`src/ptgc_pkg.sv`:
```
// Shared types and codes for the press-and-tap gesture classifier.
// Holds the poll and gesture payload structs, configuration and code constants.
// No dependencies.
package ptgc_pkg;

  localparam int TIME_BITS_DEFAULT = 32;

  // Page turn modes.
  localparam logic [1:0] MODE_BUTTONS = 2'd0;
  localparam logic [1:0] MODE_TAP     = 2'd1;
  localparam logic [1:0] MODE_SWIPE   = 2'd2;

  // Gesture kinds.
  localparam logic [2:0] KIND_NONE     = 3'd0;
  localparam logic [2:0] KIND_NEXT     = 3'd1;
  localparam logic [2:0] KIND_PREV     = 3'd2;
  localparam logic [2:0] KIND_CONTENTS = 3'd3;
  localparam logic [2:0] KIND_ACTION   = 3'd4;

  // Configuration register indexes.
  localparam logic [2:0] REG_PAGE_TURN_MODE       = 3'd0;
  localparam logic [2:0] REG_DOUBLE_TAP_ACTION    = 3'd1;
  localparam logic [2:0] REG_UP_SHORT_ACTION      = 3'd2;
  localparam logic [2:0] REG_UP_LONG_ACTION       = 3'd3;
  localparam logic [2:0] REG_DOWN_SHORT_ACTION    = 3'd4;
  localparam logic [2:0] REG_DOWN_LONG_ACTION     = 3'd5;
  localparam logic [2:0] REG_LONG_PRESS_MS        = 3'd6;
  localparam logic [2:0] REG_DOUBLE_TAP_WINDOW_MS = 3'd7;

  localparam logic [15:0] LONG_PRESS_MS_RESET        = 16'd500;
  localparam logic [15:0] DOUBLE_TAP_WINDOW_MS_RESET = 16'd300;

  typedef struct packed {
    logic [31:0] now_ms;
    logic        tap_event;
    logic        tap_right;
    logic        up_pressed;
    logic        down_pressed;
  } poll_t;

  typedef struct packed {
    logic       handled;
    logic [2:0] gesture_kind;
    logic [7:0] action_code;
  } gesture_t;

  // Per-button settings handed to a button tracker.
  typedef struct packed {
    logic [15:0] long_ms;
    logic [7:0]  short_code;
    logic [7:0]  long_code;
  } btn_cfg_t;

endpackage

```
`src/ptgc_button.sv`:
```
// Press tracker for one button: active mark, press start time, long-fired mark.
// Decides short and long presses for the current poll. Uses ptgc_pkg.
module ptgc_button import ptgc_pkg::*; #(
  parameter int TIME_BITS = TIME_BITS_DEFAULT
) (
  input  logic                 clk,
  input  logic                 rst,
  input  logic                 step,
  input  logic                 pressed,
  input  logic [TIME_BITS-1:0] now,
  input  btn_cfg_t             cfg,
  output logic                 fire,
  output logic [7:0]           code
);

  localparam int CW = TIME_BITS + 16;

  logic                 active;
  logic                 long_done;
  logic [TIME_BITS-1:0] start_time;

  logic [TIME_BITS-1:0] held;
  logic                 press_edge;
  logic                 long_fire;
  logic                 release_now;

  always_comb begin
    held        = now - start_time;
    press_edge  = pressed && !active;
    long_fire   = pressed && active && !long_done &&
                  (CW'(held) >= CW'(cfg.long_ms));
    release_now = !pressed && active;
    fire        = long_fire || (release_now && !long_done);
    code        = long_fire ? cfg.long_code : cfg.short_code;
  end

  always_ff @(posedge clk) begin
    if (rst) begin
      active    <= 1'b0;
      long_done <= 1'b0;
    end else if (step) begin
      if (press_edge) begin
        active    <= 1'b1;
        long_done <= 1'b0;
      end else if (long_fire) begin
        long_done <= 1'b1;
      end else if (release_now) begin
        active <= 1'b0;
      end
    end
  end

  // The start time only matters while the button is active.
  always_ff @(posedge clk) begin
    if (step && press_edge) begin
      start_time <= now;
    end
  end

endmodule

```
`src/press_and_tap_gesture_classifier.sv`:
```
// Top level of the press-and-tap gesture classifier.
// Uses ptgc_pkg and two ptgc_button trackers.
//
// The poll channel (poll_valid, poll_ready, poll) carries one sample per
// transfer: a millisecond timestamp, a qualified tap with its side, and the
// levels of the up and down buttons. Every poll produces exactly one gesture
// transfer on the gesture channel (gesture_valid, gesture_ready, gesture),
// which reports whether the poll consumed an event and which gesture it was:
// an expired single tap turning a page, a double tap, a contents tap, a tap
// page turn, or a short or long button press.
//
// A poll is captured in an input register; when it advances, the gesture
// logic runs, the tap and button state updates, and the result lands in
// the output register, which raises gesture_valid. One poll is taken every
// cycle while the receiver keeps up. When the receiver stalls, the result
// waits in the output register, one more poll waits in the input register,
// and poll_ready drops after that.
//
// Configuration is written through cfg_write, cfg_index and cfg_data, one
// register per cycle. The user must write it only while no poll is in
// flight; the block does not enforce this. Synchronous reset clears both
// pipeline registers, the pending tap, the button marks and the
// configuration (hold time 500 ms, double-tap window 300 ms, rest zero).
module press_and_tap_gesture_classifier import ptgc_pkg::*; #(
  parameter int TIME_BITS = TIME_BITS_DEFAULT
) (
  input  logic        clk,
  input  logic        rst,
  input  logic        poll_valid,
  output logic        poll_ready,
  input  poll_t       poll,
  output logic        gesture_valid,
  input  logic        gesture_ready,
  output gesture_t    gesture,
  input  logic        cfg_write,
  input  logic [2:0]  cfg_index,
  input  logic [15:0] cfg_data
);

  localparam int CW = TIME_BITS + 16;

  // Configuration registers.
  logic [1:0]  page_turn_mode;
  logic [7:0]  double_tap_action;
  logic [7:0]  up_short_action;
  logic [7:0]  up_long_action;
  logic [7:0]  down_short_action;
  logic [7:0]  down_long_action;
  logic [15:0] long_press_ms;
  logic [15:0] double_tap_window_ms;

  always_ff @(posedge clk) begin
    if (rst) begin
      page_turn_mode       <= MODE_BUTTONS;
      double_tap_action    <= '0;
      up_short_action      <= '0;
      up_long_action       <= '0;
      down_short_action    <= '0;
      down_long_action     <= '0;
      long_press_ms        <= LONG_PRESS_MS_RESET;
      double_tap_window_ms <= DOUBLE_TAP_WINDOW_MS_RESET;
    end else if (cfg_write) begin
      unique case (cfg_index)
        REG_PAGE_TURN_MODE:       page_turn_mode       <= cfg_data[1:0];
        REG_DOUBLE_TAP_ACTION:    double_tap_action    <= cfg_data[7:0];
        REG_UP_SHORT_ACTION:      up_short_action      <= cfg_data[7:0];
        REG_UP_LONG_ACTION:       up_long_action       <= cfg_data[7:0];
        REG_DOWN_SHORT_ACTION:    down_short_action    <= cfg_data[7:0];
        REG_DOWN_LONG_ACTION:     down_long_action     <= cfg_data[7:0];
        REG_LONG_PRESS_MS:        long_press_ms        <= cfg_data;
        REG_DOUBLE_TAP_WINDOW_MS: double_tap_window_ms <= cfg_data;
        default: ;
      endcase
    end
  end

  // Input register and the advance condition of the two-stage pipeline.
  poll_t poll_q;
  logic  poll_q_valid;
  logic  advance;

  assign advance    = poll_q_valid && (!gesture_valid || gesture_ready);
  assign poll_ready = !poll_q_valid || advance;

  always_ff @(posedge clk) begin
    if (rst) begin
      poll_q_valid <= 1'b0;
    end else if (poll_ready) begin
      poll_q_valid <= poll_valid;
    end
  end

  always_ff @(posedge clk) begin
    if (poll_valid && poll_ready) begin
      poll_q <= poll;
    end
  end

  // Timestamp at the internal time width: truncated or zero-extended.
  logic [TIME_BITS+31:0] now_wide;
  logic [TIME_BITS-1:0]  now;

  assign now_wide = {{TIME_BITS{1'b0}}, poll_q.now_ms};
  assign now      = now_wide[TIME_BITS-1:0];

  // Pending first tap.
  logic                 tap_pending;
  logic                 pending_forward;
  logic [TIME_BITS-1:0] pending_time;

  logic                 tap_pending_next;
  logic [TIME_BITS-1:0] tap_gap;
  logic                 expired;
  logic                 tap_handled;
  logic                 store_tap;
  logic [2:0]           tap_kind;
  logic [7:0]           tap_code;

  always_comb begin
    tap_gap          = now - pending_time;
    expired          = tap_pending && (CW'(tap_gap) > CW'(double_tap_window_ms));
    tap_pending_next = tap_pending && !expired;
    tap_handled      = 1'b0;
    store_tap        = 1'b0;
    tap_kind         = KIND_NONE;
    tap_code         = '0;
    if (expired && page_turn_mode == MODE_TAP) begin
      // An expired single tap turns the page toward its side.
      tap_handled = 1'b1;
      tap_kind    = pending_forward ? KIND_NEXT : KIND_PREV;
    end else if (poll_q.tap_event) begin
      if (double_tap_action != '0) begin
        tap_handled = 1'b1;
        if (tap_pending_next) begin
          // Second tap inside the window: not expired means within it.
          tap_pending_next = 1'b0;
          tap_kind         = KIND_ACTION;
          tap_code         = double_tap_action;
        end else begin
          tap_pending_next = 1'b1;
          store_tap        = 1'b1;
        end
      end else if (page_turn_mode == MODE_SWIPE && !poll_q.tap_right) begin
        tap_handled = 1'b1;
        tap_kind    = KIND_CONTENTS;
      end else if (page_turn_mode == MODE_TAP) begin
        tap_handled = 1'b1;
        tap_kind    = poll_q.tap_right ? KIND_NEXT : KIND_PREV;
      end
    end
  end

  always_ff @(posedge clk) begin
    if (rst) begin
      tap_pending <= 1'b0;
    end else if (advance) begin
      tap_pending <= tap_pending_next;
    end
  end

  always_ff @(posedge clk) begin
    if (advance && store_tap) begin
      pending_forward <= poll_q.tap_right;
      pending_time    <= now;
    end
  end

  // Buttons: up is examined when the tap logic handled nothing, down only
  // when up consumed nothing as well.
  btn_cfg_t   up_cfg;
  btn_cfg_t   down_cfg;
  logic       up_step;
  logic       down_step;
  logic       up_fire;
  logic       down_fire;
  logic [7:0] up_code;
  logic [7:0] down_code;

  assign up_cfg    = '{long_ms: long_press_ms, short_code: up_short_action,
                       long_code: up_long_action};
  assign down_cfg  = '{long_ms: long_press_ms, short_code: down_short_action,
                       long_code: down_long_action};
  assign up_step   = advance && !tap_handled;
  assign down_step = up_step && !up_fire;

  ptgc_button #(.TIME_BITS(TIME_BITS)) u_up (
    .clk     (clk),
    .rst     (rst),
    .step    (up_step),
    .pressed (poll_q.up_pressed),
    .now     (now),
    .cfg     (up_cfg),
    .fire    (up_fire),
    .code    (up_code)
  );

  ptgc_button #(.TIME_BITS(TIME_BITS)) u_down (
    .clk     (clk),
    .rst     (rst),
    .step    (down_step),
    .pressed (poll_q.down_pressed),
    .now     (now),
    .cfg     (down_cfg),
    .fire    (down_fire),
    .code    (down_code)
  );

  // Result selection in priority order: tap logic, up button, down button.
  gesture_t gesture_next;

  always_comb begin
    gesture_next = '{handled: 1'b0, gesture_kind: KIND_NONE, action_code: 8'd0};
    if (tap_handled) begin
      gesture_next = '{handled: 1'b1, gesture_kind: tap_kind, action_code: tap_code};
    end else if (up_fire) begin
      gesture_next = '{handled: 1'b1, gesture_kind: KIND_ACTION, action_code: up_code};
    end else if (down_fire) begin
      gesture_next = '{handled: 1'b1, gesture_kind: KIND_ACTION,
                       action_code: down_code};
    end
  end

  // Output register.
  always_ff @(posedge clk) begin
    if (rst) begin
      gesture_valid <= 1'b0;
    end else if (advance) begin
      gesture_valid <= 1'b1;
    end else if (gesture_ready) begin
      gesture_valid <= 1'b0;
    end
  end

  always_ff @(posedge clk) begin
    if (advance) begin
      gesture <= gesture_next;
    end
  end

  // Every poll that leaves the input register shows up as a result.
  a_advance_gives_result: assert property (@(posedge clk) disable iff (rst)
    advance |=> gesture_valid)
    else $error("advanced poll produced no result");

  // The action code is only carried by configured actions.
  a_code_only_for_action: assert property (@(posedge clk) disable iff (rst)
    gesture_valid && gesture.gesture_kind != KIND_ACTION |-> gesture.action_code == 8'd0)
    else $error("action code set on a non-action gesture");

  // A named gesture always consumes its event.
  a_kind_implies_handled: assert property (@(posedge clk) disable iff (rst)
    gesture_valid && gesture.gesture_kind != KIND_NONE |-> gesture.handled)
    else $error("gesture reported as unhandled");

  // A tap with double tap enabled either becomes pending or completes a pair.
  a_double_tap_outcome: assert property (@(posedge clk) disable iff (rst)
    advance && !(expired && page_turn_mode == MODE_TAP) && poll_q.tap_event &&
    double_tap_action != 8'd0
    |=> tap_pending || gesture.gesture_kind == KIND_ACTION)
    else $error("double-tap enabled tap neither pending nor fired");

  // The down button never fires in a poll where the up button fired.
  a_single_button: assert property (@(posedge clk) disable iff (rst)
    up_step && up_fire |-> !down_step)
    else $error("both buttons stepped in one firing poll");

endmodule
```
`config.mk`:
```
export PLATFORM = sky130hd
export DESIGN_NAME = press_and_tap_gesture_classifier
export DESIGN_NICKNAME = d
export VERILOG_FILES = /design/src/ptgc_pkg.sv /design/src/ptgc_button.sv /design/src/press_and_tap_gesture_classifier.sv
export SDC_FILE = /design/constraint.sdc
export NUM_CORES = 1
export LEC_CHECK = 0
export BUFFER_PORTS_ARGS = -buffer_cell sky130_fd_sc_hd__buf_2
export CAP_MARGIN = 10
export CORE_UTILIZATION = 60
export DETAILED_ROUTE_END_ITERATION = 7
export PLACE_DENSITY = 0.87
export SLEW_MARGIN = 20
export SYNTH_ARGS = -nofsm -noshare
export SYNTH_HDL_FRONTEND = slang
export SYNTH_SLANG_ARGS = --single-unit
```
`constraint.sdc`:
```
create_clock -name clk -period 6.78 [get_ports clk]
set_input_delay 1.695 -clock clk [delete_from_list [all_inputs] [get_ports clk]]
set_output_delay 1.695 -clock clk [all_outputs]
set_load 0.02 [all_outputs]
```
======== Word-level counts from Yosys, hierarchy flattened ========
Index checks and enable logic that the tools add are counted.
word-level totals
  flip-flop bits (word level) ............. 226
  bits of input ports ..................... 60
  output and inout port bits .............. 14
  logic and storage cells ................. 144
cells by class
  add/subtract/negate cells ............... 3
  order comparisons ....................... 3
  equal/unequal tests ..................... 11
  mux-type cells .......................... 41
  reductions and logical operators ........ 59
operators with widths
  kind                                                   count
  subtractor 32 bit                                      3
  >= comparator 32 x 16 -> 1 bit                         2
  2-to-1 mux 8 bit                                       6
  > comparator 32 x 16 -> 1 bit                          1
  2-to-1 mux 1 bit                                       24
  logical AND 1 bit                                      23
  2-to-1 mux 11 bit                                      2
  AND reduction 2 bit                                    10
  == test 3 bit, second input constant                   4
  logical NOT 1 bit                                      12
  2-to-1 mux 12 bit                                      1
  2-to-1 mux 3 bit                                       4
  nonzero test 2 bit                                     5
  2-to-1 mux 2 bit                                       4
  nonzero test 8 bit                                     1
  == test 3 x 2 -> 1 bit, second input constant          2
  AND reduction 3 bit                                    2
  logical OR 1 bit                                       4
  inequality test 2 x 1 -> 1 bit, second input constant  2
  == test 3 x 1 -> 1 bit, second input constant          1
  logical NOT 3 bit                                      1
  == test 2 x 1 -> 1 bit, second input constant          1
  == test 2 bit, second input constant                   1
  OR reduction 2 bit                                     1

======== Depth between registers and ports, before layout ========
  depth in word-level cells ............... 10
  mapped depth ............................ 27
  mapped depth without buffers ............ 26

======== Hierarchy ========
From an unflattened synthesis, not the netlist that was laid out.
second synthesis, totals
  cells, all modules ...................... 1744
  area, all modules ....................... 15524.9 um^2
by module, submodules not included
  module                            times used  cells each  area an instance (um^2)
  press_and_tap_gesture_classifier  1           875         8035.2
  ptgc_button (u_up)                1           484         3975.1
  ptgc_button (u_down)              1           385         3514.6

======== Least setup slack after synthesis ========
No wires, ideal clock.
  path type ............................... register to register
  start ................................... reg poll_q, in the netlist now[1]
  end ..................................... reg u_up.start_time[0] (enable)
  library setup time ...................... 393 ps
  arrival ................................. 5418 ps
  setup slack ............................. 969 ps
  stages on the path, launching flop included .. 21
  buffers on the path ..................... 1
  clock period less this slack ............ 5811 ps
  cells stage by stage .................... edfxtp_1 ha_1 nor2b_1 o31a_1 o31ai_1 nand2_1 a21o_1 a21oi_1 xnor2_1 ha_1 a21o_1 a21o_1 a221o_1 a2bb2oi_1 or4_1 nor4b_1 nand4_1 o21a_1 buf_2 nor2_1 and3_1
between the ends
  longest elaborated chain between the ends .. 8
RTL lines
  what                           line                                     text
  from (decl)                    press_and_tap_gesture_classifier.sv:78   poll_t poll_q;
  from (signal assigned)         press_and_tap_gesture_classifier.sv:95   poll_q <= poll;
  subtractor 32 bit              press_and_tap_gesture_classifier.sv:120  tap_gap = now - pending_time;
  > comparator 32 x 16 -> 1 bit  press_and_tap_gesture_classifier.sv:121  expired = tap_pending && (CW'(tap_gap) > CW'(double_tap_window_ms));
  logical AND 1 bit              press_and_tap_gesture_classifier.sv:121
  logical AND 1 bit              press_and_tap_gesture_classifier.sv:127  if (expired && page_turn_mode == MODE_TAP) begin
  2-to-1 mux 1 bit               press_and_tap_gesture_classifier.sv:127
  logical NOT 1 bit              press_and_tap_gesture_classifier.sv:183  assign up_step = advance && !tap_handled;
  logical AND 1 bit              press_and_tap_gesture_classifier.sv:183
  logical AND 1 bit              ptgc_button.sv:55                        if (step && press_edge) begin
  to (signal assigned)           ptgc_button.sv:56                        start_time <= now;
  to (decl)                      ptgc_button.sv:20                        logic [TIME_BITS-1:0] start_time;
Every way passes these cells.
A chain may end at the register's enable or synchronous reset.

======== Worst setup path in the final report ========
  start ................................... reg poll_q, in the netlist now[0]
  end ..................................... reg u_down.start_time[3] (enable)
between the ends
  longest elaborated chain between the ends .. 9
RTL lines
  what                           line                                     text
  subtractor 32 bit              press_and_tap_gesture_classifier.sv:120
  > comparator 32 x 16 -> 1 bit  press_and_tap_gesture_classifier.sv:121
  logical AND 1 bit              press_and_tap_gesture_classifier.sv:121
  logical AND 1 bit              press_and_tap_gesture_classifier.sv:127
  2-to-1 mux 1 bit               press_and_tap_gesture_classifier.sv:127
  logical NOT 1 bit              press_and_tap_gesture_classifier.sv:183
  logical AND 1 bit              press_and_tap_gesture_classifier.sv:183
  logical AND 1 bit (*)          press_and_tap_gesture_classifier.sv:184  assign down_step = up_step && !up_fire;
  logical AND 1 bit (*)          ptgc_button.sv:55
  to (signal assigned)           ptgc_button.sv:56
  to (decl)                      ptgc_button.sv:20
Every way passes the cells marked *; elsewhere a longest branch is shown, timed or not.

==> out/qor.csv <==
metric,value,unit
clockBufferDepth,3,
switching_share,0.2943,
outcome,finished clean,
grt_start_max_net_pins,73,
avgSynthCellArea,8.946,um2
cp.required,6.96,ns
first_pass_iters,6,
synth_top_area_frac,0.2932,
intPower,2.522,mW
setup_viol,0,
worstSetupStartpoint,now[0],
dp_slack,0.4659,ns
setup_slack,0.3540,ns
maxSlewHeadroom,0.3706,
hpwl,30240,um
synth.area.top_cells,"edfxtp_1, ha_1, dfxtp_1",
crit_slowest_cell,o41a_1,
final_cell_area,16280,um2
fin_tns_setup,0,ns
synth_edf_count,145,
dp_cells,2013,
ys_dominant_reg_cell,edfxtp_1,
rr_worst_depth,20,
area_delta_synth_final,9.613,%
slew_viol_final,0,
place_area,15480,um2
busiest_layer,met2,
use_met3,0.06877,
hold_path_end,down_short_action[2],
diodes,0,
p_clk_frac,0.376,
track_usage,0.3167,
hold_depth,2,
postSynthCellCount,1660,
first_global_vias,12560,
vias,13040,
drv_cap,0,
critPathLaunchType,register,
drt_iter0_markers,1021,
critical_path_class,reg2reg,
tightest_slew,0.9441,ns
holdCritStartpoint,down_short_action[2],
hold_violations,0,
p_per_area,219.5,nW/um2
min_period_over_period,0.9478,
drtAntennaViolNets,0,
nNetsFinal,1928,
cts_made_buffers,25,
post_cts_buffers,0,
routedWlPerCell,19.93,um
grt_pass1_wl,64160,um
max_stage_delay,0.73,ns
critPathArrivalTime,6.61,ns
cts_htree_levels,1,
cts_root_buf,clkbuf_16,
mostFrequentLayoutCells,"nand2_1, a21oi_1, inv_1, ha_1, edfxtp_1",
reg2reg_from,now[0],
crit_fanout,33,
synth_seq_cells,226,
ir_worst_vdd,0.2191,mV
grt_setup_unrepaired,false,
vias_per_cell,6.335,
die_x,159.3,um
postCtsHoldBufs,0,
synth_top_area_cell,edfxtp_1,
async_reset_ff_frac,0,
start_util,0.6106,
hold_class,reg2reg,
stdcell_count,2059,
place_congestion,0.9614,
path_clk_slew,0.06,ns
antenna_found_initial,2,
rows,57,
die_area,25380,um2
global_route.usage.met2,0.5064,
ys_types,81,
fp.dieH,159.3,um
final_common_cell,nand2_1,
final_util,0.6693,
io_buffer_count,73,
drcViolationCount,0,
synth_area,14850,um2
cts.sinks,226,
cts_tree,yes,
fin_skew,0.009462,ns
drive_gt1_frac,0.08184,
path_cells,inv_1 -> ha_1 -> inv_1 -> fa_1 -> a211oi_2 -> o21ai_1 -> a41oi_1 -> o21ai_0 -> xor2_1 -> ha_1 -> a21o_1 -> a21o_1 -> a21oi_1 -> o2111a_1 -> nand4_1 -> or4_1 -> o41a_1 -> o21bai_4 -> nor3b_4 -> and3_4,
wl,41040,um
syn-num-nets,1872,
fmax,155.6,MHz
pwr-share-seq,0.436,
ff2ff_setup_slack,0.35,ns
seq_area_frac_synth,0.4024,
post_cts_resize_count,0,
combPwrFrac,0.188,
finalCriticalPeriod,6.426,ns
ios,74,
clk_latency,0.55,ns
use_met1,0.4066,
power.leakage,6.555,nW
core_area,24320,um2
crit_path_end_kind,register,
p_sw,1.052,mW
r2r-end,u_down.start_time[3],
overflow,0,
yosysWarningCount,0,
## synthesized netlist by cell type (13+ instances only)
cell      count
nand2_1     257
a21oi_1     183
inv_1       156
ha_1        149
edfxtp_1    145
nor2_1       86
dfxtp_1      81
o21ai_0      67
xnor2_1      44
clkbuf_1     41
nand3_1      35
a21o_1       32
nand4_1      31
o211ai_1     27
o21a_1       23
xor2_1       22
mux2i_1      19
nor3_1       19
nor2b_1      18
a31oi_1      17
and2_1       14
o31ai_1      14
nor4_1       13
## cell type report
class	instances	area, um2
clock inverters	11	81.33
multi-input cells	1224	8075
inverters	157	589.3
flip-flops and latches	226	5976
fillers	1867	8041
well taps	324	405.4
repair buffers	82	432.9
clock buffers	35	718.2
## sequential cells by signal, summed over array words and instances (netlist names), 2 cells and up
register and count:
double_tap_action 8, double_tap_window_ms 16, down_long_action 8, down_short_action 8, gesture 12, long_press_ms 16, now 32, page_turn_mode 2
pending_time 32, poll_q 4, u_down.start_time 32, u_up.start_time 32, up_long_action 8, up_short_action 8
## per-stage QoR
| stage | total power, mW | hold slack (ns) |
|---|---|---|
| floorplan | 2.044 | 0.4317 |
| global placement | 2.207 | 0.4401 |
| detailed placement | 2.232 | 0.4463 |
| CTS | 3.557 | 0.4559 |
| global route | 3.691 | 0.4705 |
| finish | 3.574 | 0.4528 |
## critical path: cells and delay by family (launching register included)
| family | cells | cell delay [ns] |
|---|---|---|
| flops | 1 | 0.43 |
| buf+inv | 2 | 0.20 |
| xor+xnor | 1 | 0.19 |
| compound gates | 10 | 2.98 |
| simple gates | 4 | 1.40 |
| fa+ha+maj | 3 | 0.81 |
## routing by layer
metal	routed length [um]	share of wire	vias to the layer above
li1	-	-	6095
met1	16410	0.40	6112
met2	18420	0.45	676
met3	4045	0.099	157
met4	2139	0.052	4
met5	27	0.00066	-
## cell families after synthesis
| kind of cell | Yosys count | share of synthesized area |
|---|---|---|
| AOI/OAI and AO/OA | 455 | 0.1935 |
| and+or+nand+nor | 531 | 0.1677 |
| DFF | 226 | 0.4024 |
| adders and majority gates | 152 | 0.1296 |
| muxes | 20 | 0.01356 |
| buffers and inverters | 210 | 0.05434 |
| xor gates and xnor gates | 66 | 0.03892 |
## power groups by stage
| stage | logic, mW | registers [mW] | clock network, mW |
|---|---|---|---|
| 5_1_grt | 0.733 | 1.56 | 1.40 |
| 3_5_place_dp | 0.646 | 1.59 | 0 |
| 3_3_place_gp | 0.623 | 1.58 | 0 |
| 2_1_floorplan | 0.476 | 1.57 | 0 |
| 6_report | 0.671 | 1.56 | 1.34 |
| 4_1_cts | 0.657 | 1.56 | 1.34 |
## worst max path at each step
stage                                  to  slack, ns
global placement    u_down.start_time[24]       0.65
CTS                 u_down.start_time[19]       0.41
finish               u_down.start_time[3]       0.35
global route        u_down.start_time[19]       0.03
detailed placement   u_down.start_time[1]       0.47
floorplan              u_up.start_time[0]       0.97
Power figures use the tool's default switching activity.
